**src/periodic_frame_tx_scheduler_assert.svh**
```systemverilog
// Assertion macros for the periodic frame transmit scheduler.
`ifndef PERIODIC_FRAME_TX_SCHEDULER_ASSERT_SVH
`define PERIODIC_FRAME_TX_SCHEDULER_ASSERT_SVH

// same-cycle implication
`define PFTS_ASSERT_IMP(label, clk, rst, ante, cons) \
   label: assert property (@(posedge clk) disable iff (rst) (ante) |-> (cons)) \
      else $error("pfts assertion failed");

// next-cycle implication
`define PFTS_ASSERT_NXT(label, clk, rst, ante, cons) \
   label: assert property (@(posedge clk) disable iff (rst) (ante) |=> (cons)) \
      else $error("pfts assertion failed");

`endif

```
**src/pfts_pkg.sv**
```systemverilog
// Types, codes and helpers shared by the frame scheduler modules.
`default_nettype none
package pfts_pkg;

   localparam int TABLE_ENTRIES = 16;
   localparam int CNT_W         = $clog2(TABLE_ENTRIES + 1);
   localparam int SLOT_W        = 4;

   localparam logic [1:0] ACT_LOAD = 2'd0;
   localparam logic [1:0] ACT_TICK = 2'd1;
   localparam logic [1:0] ACT_KEY  = 2'd2;
   localparam logic [1:0] ACT_BUS  = 2'd3;

   localparam logic [1:0] BUS_DISC = 2'd0;
   localparam logic [1:0] BUS_PRE  = 2'd1;
   localparam logic [1:0] BUS_CONN = 2'd2;

   localparam logic [3:0] MAX_LEN = 4'd8;

   typedef struct packed {
      logic [1:0]  action;
      logic [3:0]  slot;
      logic [15:0] period;
      logic        timer_enable;
      logic        key_enable;
      logic [7:0]  key_code;
      logic [3:0]  channel;
      logic [5:0]  frame_id;
      logic [3:0]  data_length;
      logic [63:0] payload;
      logic [1:0]  bus_status;
   } req_type;

   typedef struct packed {
      logic [3:0]  sent_slot;
      logic [3:0]  sent_channel;
      logic [5:0]  sent_frame_id;
      logic [3:0]  sent_length;
      logic [63:0] sent_payload;
      logic        last_of_run;
   } rsp_type;

   typedef struct packed {
      logic [15:0] period;
      logic [15:0] countdown;
      logic        timer_on;
      logic        key_on;
      logic [7:0]  key_code;
      logic [3:0]  channel;
      logic [5:0]  frame_id;
      logic [3:0]  length;
      logic [63:0] payload;
   } entry_type;

   typedef struct packed {
      logic              shift;
      logic              load;
      logic [SLOT_W-1:0] load_slot;
   } ring_ctrl_type;

   // zero the bytes at or above len (len already clamped to 8)
   function automatic logic [63:0] mask_payload(input logic [3:0] len,
                                                input logic [63:0] data);
      logic [63:0] res;
      res = '0;
      for (int b = 0; b < 8; b++) begin
         if (32'(len) > b) begin
            res[b*8 +: 8] = data[b*8 +: 8];
         end
      end
      return res;
   endfunction

endpackage
`default_nettype wire

```
**src/pfts_cell.sv**
```systemverilog
// One table entry of the rotating entry ring.
`default_nettype none
module pfts_cell (
   input  wire logic               clock,
   input  wire logic               reset,
   input  wire logic               shift,
   input  wire logic               load,
   input  wire pfts_pkg::entry_type load_entry,
   input  wire pfts_pkg::entry_type prev_entry,
   output pfts_pkg::entry_type      entry
);
   import pfts_pkg::*;

   entry_type entry_ff;

   always_ff @(posedge clock) begin
      if (reset) begin
         entry_ff.timer_on <= 1'b0;
         entry_ff.key_on   <= 1'b0;
      end else if (load) begin
         entry_ff <= load_entry;
      end else if (shift) begin
         entry_ff <= prev_entry;
      end
   end

   assign entry = entry_ff;

endmodule
`default_nettype wire

```
**src/pfts_seq.sv**
```systemverilog
// Scan sequencer: takes words, walks the ring, queues and sends frames.
`default_nettype none
module pfts_seq (
   input  wire logic                  clock,
   input  wire logic                  reset,
   input  wire logic                  req_valid,
   output logic                       req_ready,
   input  wire pfts_pkg::req_type      req_word,
   output logic                       rsp_valid,
   input  wire logic                  rsp_ready,
   output pfts_pkg::rsp_type           rsp_word,
   input  wire logic                  csr_we,
   input  wire logic [4:0]            csr_wdata,
   input  wire pfts_pkg::entry_type    head_entry,
   output pfts_pkg::entry_type         load_entry,
   output pfts_pkg::entry_type         tail_entry,
   output pfts_pkg::ring_ctrl_type     ring_ctrl
);
   import pfts_pkg::*;

   typedef enum logic [1:0] {ST_IDLE, ST_SCAN, ST_FLUSH} state_type;

   state_type        state_ff, state_in;
   logic [CNT_W-1:0] step_ff, step_in;
   logic [CNT_W-1:0] count_ff, count_in;
   logic [1:0]       bus_ff, bus_in;
   logic [1:0]       mode_ff, mode_in;
   logic [7:0]       key_ff, key_in;
   logic             pend_valid_ff, pend_valid_in;
   rsp_type          pend_ff, pend_in;
   logic             rsp_valid_ff, rsp_valid_in;
   rsp_type          rsp_ff, rsp_in;

   logic    accept;
   logic    in_use;
   logic    hit;
   logic    emit;
   logic    out_free;
   logic    stall;
   logic    last_step;
   rsp_type head_rsp;

   assign req_ready = (state_ff == ST_IDLE);
   assign accept    = req_valid && req_ready;
   assign out_free  = !rsp_valid_ff || rsp_ready;
   assign in_use    = (step_ff < count_ff);
   assign last_step = (step_ff == CNT_W'(TABLE_ENTRIES - 1));

   always_comb begin
      case (mode_ff)
         ACT_TICK: hit = head_entry.timer_on && (head_entry.countdown <= 16'd1);
         ACT_KEY:  hit = head_entry.key_on && (head_entry.key_code == key_ff);
         ACT_BUS:  hit = 1'b1;
         default:  hit = 1'b0;
      endcase
   end

   assign emit  = (state_ff == ST_SCAN) && in_use && hit;
   assign stall = emit && pend_valid_ff && !out_free;

   always_comb begin
      head_rsp.sent_slot     = SLOT_W'(step_ff);
      head_rsp.sent_channel  = head_entry.channel;
      head_rsp.sent_frame_id = head_entry.frame_id;
      head_rsp.sent_length   = head_entry.length;
      head_rsp.sent_payload  = mask_payload(head_entry.length, head_entry.payload);
      head_rsp.last_of_run   = 1'b0;
   end

   // load word into entry form
   always_comb begin
      load_entry.period    = req_word.period;
      load_entry.countdown = req_word.period;
      load_entry.timer_on  = req_word.timer_enable;
      load_entry.key_on    = req_word.key_enable;
      load_entry.key_code  = req_word.key_code;
      load_entry.channel   = req_word.channel;
      load_entry.frame_id  = req_word.frame_id;
      load_entry.length    = (req_word.data_length > MAX_LEN) ? MAX_LEN
                                                               : req_word.data_length;
      load_entry.payload   = req_word.payload;
   end

   // head goes back in at the tail, countdown stepped on a tick
   always_comb begin
      tail_entry = head_entry;
      if (mode_ff == ACT_TICK && in_use && head_entry.timer_on) begin
         if (head_entry.countdown <= 16'd1) begin
            tail_entry.countdown = head_entry.period;
         end else begin
            tail_entry.countdown = head_entry.countdown - 16'd1;
         end
      end
   end

   always_comb begin
      ring_ctrl.shift     = (state_ff == ST_SCAN) && !stall;
      ring_ctrl.load      = accept && (req_word.action == ACT_LOAD) &&
                            (32'(req_word.slot) < TABLE_ENTRIES);
      ring_ctrl.load_slot = req_word.slot;
   end

   always_comb begin
      state_in      = state_ff;
      step_in       = step_ff;
      count_in      = count_ff;
      bus_in        = bus_ff;
      mode_in       = mode_ff;
      key_in        = key_ff;
      pend_valid_in = pend_valid_ff;
      pend_in       = pend_ff;
      rsp_valid_in  = rsp_valid_ff && !rsp_ready;
      rsp_in        = rsp_ff;

      if (csr_we) begin
         count_in = (32'(csr_wdata) > TABLE_ENTRIES) ? CNT_W'(TABLE_ENTRIES)
                                                     : CNT_W'(csr_wdata);
      end

      case (state_ff)
         ST_IDLE: begin
            if (accept) begin
               step_in = '0;
               mode_in = req_word.action;
               key_in  = req_word.key_code;
               case (req_word.action)
                  ACT_TICK, ACT_KEY: begin
                     if (bus_ff == BUS_CONN) begin
                        state_in = ST_SCAN;
                     end
                  end
                  ACT_BUS: begin
                     bus_in = req_word.bus_status;
                     if (req_word.bus_status == BUS_PRE) begin
                        state_in = ST_SCAN;
                     end
                  end
                  default: begin
                  end
               endcase
            end
         end
         ST_SCAN: begin
            if (!stall) begin
               if (emit) begin
                  pend_valid_in = 1'b1;
                  pend_in       = head_rsp;
                  if (pend_valid_ff) begin
                     rsp_valid_in = 1'b1;
                     rsp_in       = pend_ff;
                  end
               end
               step_in = step_ff + CNT_W'(1);
               if (last_step) begin
                  state_in = ST_FLUSH;
               end
            end
         end
         ST_FLUSH: begin
            if (!pend_valid_ff) begin
               state_in = ST_IDLE;
            end else if (out_free) begin
               rsp_valid_in         = 1'b1;
               rsp_in               = pend_ff;
               rsp_in.last_of_run   = 1'b1;
               pend_valid_in        = 1'b0;
               state_in             = ST_IDLE;
            end
         end
         default: begin
            state_in = ST_IDLE;
         end
      endcase
   end

   always_ff @(posedge clock) begin
      if (reset) begin
         state_ff      <= ST_IDLE;
         step_ff       <= '0;
         count_ff      <= '0;
         bus_ff        <= BUS_DISC;
         mode_ff       <= ACT_LOAD;
         pend_valid_ff <= 1'b0;
         rsp_valid_ff  <= 1'b0;
      end else begin
         state_ff      <= state_in;
         step_ff       <= step_in;
         count_ff      <= count_in;
         bus_ff        <= bus_in;
         mode_ff       <= mode_in;
         pend_valid_ff <= pend_valid_in;
         rsp_valid_ff  <= rsp_valid_in;
      end
      key_ff  <= key_in;
      pend_ff <= pend_in;
      rsp_ff  <= rsp_in;
   end

   assign rsp_valid = rsp_valid_ff;
   assign rsp_word  = rsp_ff;

endmodule
`default_nettype wire

```
**src/periodic_frame_tx_scheduler.sv**
```systemverilog
// Top level of the periodic frame transmit scheduler: entry ring plus sequencer.
// Sequence: a load, an ignored tick or key, or a non-preconnect bus word runs no scan;
//   tick, key and preconnect words scan all TABLE_ENTRIES cells and then pass the flush state.
//   A found frame leaves at the edge that finds the next one; the last leaves from the flush state.
// Words: a new word is taken only while idle, after the scan and flush; the ring rotates one
//   entry per cycle unless a found frame waits on rsp back-pressure, which holds the ring.
// Reset: enables cleared, bus disconnected, entries_in_use zero; no clearing pass.
`default_nettype none
`include "periodic_frame_tx_scheduler_assert.svh"
module periodic_frame_tx_scheduler (
   input  wire logic               clock,
   input  wire logic               reset,
   input  wire logic               req_valid,
   output logic                    req_ready,
   input  wire pfts_pkg::req_type   req_word,
   output logic                    rsp_valid,
   input  wire logic               rsp_ready,
   output pfts_pkg::rsp_type        rsp_word,
   input  wire logic               csr_we,
   input  wire logic [4:0]         csr_wdata
);
   import pfts_pkg::*;

   // The table lives in a ring of cells. Cell 0 is the head that the
   // sequencer inspects; in every unstalled scan cycle each cell takes the entry of its
   // upper neighbor and the top cell takes the (possibly updated) head.
   // A scan always rotates the full ring, so between words slot i sits
   // in cell i and a load can write its cell directly.
   entry_type     ring_entry [TABLE_ENTRIES];
   entry_type     load_entry;
   entry_type     tail_entry;
   ring_ctrl_type ring_ctrl;

   for (genvar i = 0; i < TABLE_ENTRIES; i++) begin : g_cell
      entry_type prev_entry;
      logic      cell_load;

      if (i == TABLE_ENTRIES - 1) begin : g_tail
         assign prev_entry = tail_entry;
      end else begin : g_mid
         assign prev_entry = ring_entry[i+1];
      end

      // load targets the cell whose index matches the slot
      assign cell_load = ring_ctrl.load && (32'(ring_ctrl.load_slot) == i);

      pfts_cell u_cell (
         .clock      (clock),
         .reset      (reset),
         .shift      (ring_ctrl.shift),
         .load       (cell_load),
         .load_entry (load_entry),
         .prev_entry (prev_entry),
         .entry      (ring_entry[i])
      );
   end

   // Sequencer: accepts words while idle, runs the scan, holds one found
   // frame back so the final frame of a run can carry last_of_run, and
   // drives the rsp output register.
   pfts_seq u_seq (
      .clock      (clock),
      .reset      (reset),
      .req_valid  (req_valid),
      .req_ready  (req_ready),
      .req_word   (req_word),
      .rsp_valid  (rsp_valid),
      .rsp_ready  (rsp_ready),
      .rsp_word   (rsp_word),
      .csr_we     (csr_we),
      .csr_wdata  (csr_wdata),
      .head_entry (ring_entry[0]),
      .load_entry (load_entry),
      .tail_entry (tail_entry),
      .ring_ctrl  (ring_ctrl)
   );

   // a cell is written only by an accepted load word
   `PFTS_ASSERT_IMP(a_load_on_accept, clock, reset, ring_ctrl.load, req_valid && req_ready)
   // the ring turns only during a scan, never while words are taken
   `PFTS_ASSERT_IMP(a_shift_not_idle, clock, reset, ring_ctrl.shift, !req_ready)
   // a waiting rsp word stays valid and unchanged until taken
   `PFTS_ASSERT_NXT(a_rsp_hold, clock, reset,
                    rsp_valid && !rsp_ready, rsp_valid && $stable(rsp_word))

endmodule
`default_nettype wire
```
**config.mk**
```make
export PLATFORM = sky130hd
export DESIGN_NAME = periodic_frame_tx_scheduler
export DESIGN_NICKNAME = d
export VERILOG_FILES = /design/src/pfts_pkg.sv /design/src/pfts_cell.sv /design/src/pfts_seq.sv /design/src/periodic_frame_tx_scheduler.sv
export VERILOG_INCLUDE_DIRS = /design/src /design/src/src
export SDC_FILE = /design/constraint.sdc
export NUM_CORES = 2
export LEC_CHECK = 0
export BUFFER_PORTS_ARGS = -buffer_cell sky130_fd_sc_hd__buf_2
export CORE_MARGIN = 5
export CORE_UTILIZATION = 50
export CTS_CLUSTER_SIZE = 28
export DETAILED_ROUTE_END_ITERATION = 7
export GPL_ROUTABILITY_DRIVEN = 1
export GPL_TIMING_DRIVEN = 0
export PLACE_DENSITY_LB_ADDON = 0.1
export SYNTH_ARGS = -nofsm -noshare
export SYNTH_HDL_FRONTEND = slang
export SYNTH_SLANG_ARGS = --single-unit
```
**constraint.sdc**
```tcl
create_clock -name clock -period 12.2 [get_ports clock]
set_input_delay 0.61 -clock clock [delete_from_list [all_inputs] [get_ports clock]]
set_output_delay 0.61 -clock clock [all_outputs]
set_load 0.02 [all_outputs]
```
==> impl_results.md <==
* Final ANT Viol Nets at 0
* Netlist cell types at 57
* Post-Route WL at 250 mm
* # setup viols final at 0
* Post-synthesis async set-or-reset flop share at 0%
* Synth Instances at 8570
* Die area at 185000 µm²
* Final period utilization at 49.3%
* DRC Markers at 0
* CP Launch Type: flip-flop
* Worst setup EP type: flip-flop
* Area Growth Syn to Fin at 14.7%
* First-pass GRT wire length at 372 mm
* Syn Nets at 8705
* WS Path Type: reg2reg
* Dpl ws at 6.39 ns
* Top fanout value on the critical path at 21
* Cell Count Post-Placement at 11129
* Drt pass-1 iters at 6
* LEAKAGE at 41.1 nW
* Max_cap viols at 1
* Worst slew margin relative to its limit at -0.260%
* Worst-margin pin slew at 1.50 ns
* Root Driver: clkbuf_16
* Num CTS Buffers at 217
* CTS Sinks at 2111
* Minimum clock period at 6.02 ns
* Clock slew at reported path FFs at 0.07 ns
* Post-CTS Setup Bufs at 0
* Avg Cell Area, Syn at 10.3 µm²
* Vias per inst at 5.34
* Unrepaired setup endpoints after global routing: no
* Initial core utilization at 50.2%
* Fin cells at 11560
* GRT Total Usage at 26.7%
* Initial antenna violation count at 24
* Crit path DAT at 6.61 ns
* Post-DP HPWL at 179 mm
* Slack of the critical path at 6.18 ns
* # rows at 154
* Core region area at 176000 µm²
* Post-CTS sizing at 0
* Wire per inst at 21.7 µm
* Max-slew violations at 10
* P per Cell Area at 181 nW/µm²
* Ys flop type: edfxtp_1
* Fillers at 14803
* Clock Latency Late Sink at 0.86 ns
* Final hold violations at 0
* F_max at 0.166 GHz
* #FFs+latches synth at 2111
* Mapped cell area at 88300 µm²
* Total grt overflow at 0
* Number of global-route vias before repair at 59343
* Seq/Total Area, Yosys at 71.2%
* Worst EP required at 12.79 ns
* Hold Crit Class: in2reg
* Die Wd at 430 µm
* Largest net degree at the start of global routing at 44
* Failing checks: capacitance limit, slew limit
* Share of cells above drive strength 1 at 6.27%
* Post-synth EDFFs at 2061
* H-tree depth at 4
* Number of I/O port buffers at 113
* Final nets at 9159
* Yosys warns at 0
* Hold-fix buffers, CTS at 16
* DRT iter0 DRCs at 6893
* VDD IR max at 0.145 mV
* Detailed-route via count at 61786
* Routability cong. at 0.894
* Setup Skew at 0.0385 ns
* Die H at 430 µm
* I/O Pins at 207
* Clk buf depth at 3
* CTS tree: yes
* Run status: complete, but fails checks
metrics by stage:
stage | power, mW | util [%] | setup TNS [ns] | hold slack (ns) | instance area, µm²
3_3_place_gp | 12.0 | 52.2 | -2520.18 | 0.403 | 91800
6_report | 18.3 | 57.6 | 0 | 0.108 | 101000
5_1_grt | 19.1 | 57.6 | 0 | 0.0761 | 101000
3_5_place_dp | 12.0 | 53.6 | 0 | 0.405 | 94200
4_1_cts | 18.4 | 57.6 | 0 | 0.0396 | 101000
2_1_floorplan | 11.2 | - | 0 | 0.400 | 88300
worst max-delay path: stages, from the launching register on:
cell      delay (ns)
edfxtp_1        0.48
nor4_1          1.07
nand2_1         0.49
o41ai_1         0.56
o211ai_1        0.31
nand2_1         0.66
clkbuf_1        1.01
a21oi_4         0.42
buf_16          0.30
buf_12          0.17
buf_16          0.19
cells in the final DEF, fill, tap and decap left out, types with 17 or more instances in the layout:
cell type	instances
clkbuf_16	220
clkinv_1	53
buf_16	23
buf_2	116
clkinv_2	43
o21ai_0	107
a21oi_1	27
nand2_1	5315
a311oi_1	26
inv_1	30
buf_12	63
nor2_1	62
clkbuf_1	625
buf_1	27
edfxtp_1	2061
nor2b_1	54
and2_1	17
nand3_1	39
dfxtp_1	50
synth_stat cells (all sizes together), types with 2 or more instances:
cell | number | area share [%]
nand2 | 5316 | 23
edfxtp | 2061 | 70
clkbuf | 580 | 2.5
o21ai | 109 | 0.62
nor2 | 72 | 0.31
nor2b | 54 | 0.38
dfxtp | 50 | 1.1
a21oi | 43 | 0.24
nand3 | 39 | 0.22
buf | 30 | 0.13
inv | 30 | 0.13
a311oi | 26 | 0.26
and2 | 17 | 0.12
nor4 | 16 | 0.11
nor3 | 15 | 0.085
ha | 13 | 0.18
a211oi | 8 | 0.082
nand2b | 8 | 0.057
a2bb2oi | 7 | 0.069
mux2i | 7 | 0.079
xor2 | 7 | 0.069
o22a | 6 | 0.059
or3 | 6 | 0.045
a2111oi | 4 | 0.062
and3 | 4 | 0.028
o22ai | 4 | 0.028
or4 | 4 | 0.045
a31oi | 3 | 0.021
nand4 | 3 | 0.021
o211ai | 3 | 0.025
a2111o | 2 | 0.025
a211o | 2 | 0.021
a31o | 2 | 0.020
o2bb2ai | 2 | 0.020
o31ai | 2 | 0.017
xnor2 | 2 | 0.020
registers in the layout, indices dropped and copies added, names as in the netlist:
name                 flops
g_cell.u_cell.entry   1920
u_seq.bus_ff             2
u_seq.count_ff           5
u_seq.key_ff             8
u_seq.mode_ff            2
u_seq.pend_ff           82
u_seq.pend_valid_ff      1
u_seq.rsp_valid          1
u_seq.rsp_word          83
u_seq.state_ff           2
u_seq.step_ff            5
final timing paths:
kind	from	end	slack, ns	depth (start not counted)
worst max register to register	g_cell[0].u_cell.entry[91]	g_cell[4].u_cell.entry[55]	6.18	10
worst min-delay path	csr_we	u_seq.count_ff[4]	0.11	3
worst max-delay path	g_cell[0].u_cell.entry[91]	g_cell[4].u_cell.entry[55]	6.18	10
worst min register to register	u_seq.pend_ff[72]	u_seq.rsp_word[72]	0.42	0
power by group:
group	total [mW]	leakage, nW	switching, mW	internal [mW]
registers	9.79	19.2	0.351	9.44
clock network	6.50	3.35	2.86	3.64
logic	2.06	18.6	1.40	0.655
metal layers:
layer | part of all wire, % | GRT usage (%) | up-vias
met2 | 48 | 43.9 | 2311
li1 | - | - | 28928
met4 | 4.2 | 10.8 | 6
met5 | 0.018 | 0 | -
met1 | 41 | 35.8 | 30082
met3 | 7.4 | 4.38 | 459
area by class of cell:
cell class | instances | area [µm²] | share of cell area (%)
Antenna cell | 13 | 32.5 | 0.0321
Inverter | 31 | 116 | 0.115
Timing Repair Buffer | 235 | 2880 | 2.84
Buffer | 610 | 2300 | 2.27
Tap cell | 2340 | 2930 | 2.89
Sequential cell | 2111 | 62900 | 62.1
Clock inverter | 129 | 1090 | 1.08
Multi-Input combinational cell | 5818 | 23300 | 23.0
Clock buffer | 273 | 5750 | 5.68
cell families (layout without fill, tap and decap cells):
group | count (synthesis) | after routing | share of synthesized area, %
adders and majority gates | 13 | 13 | 0.184
xor gates and xnor gates | 9 | 9 | 0.0892
other | 0 | 13 | 0
AOI/OAI and AO/OA | 231 | 231 | 1.66
DFF | 2111 | 2111 | 71.2
and+or+nand+nor | 5558 | 5558 | 24.1
buffers and inverters | 641 | 1278 | 2.73
muxes | 7 | 7 | 0.0793
Note: power is estimated with default switching activity, not from simulation.
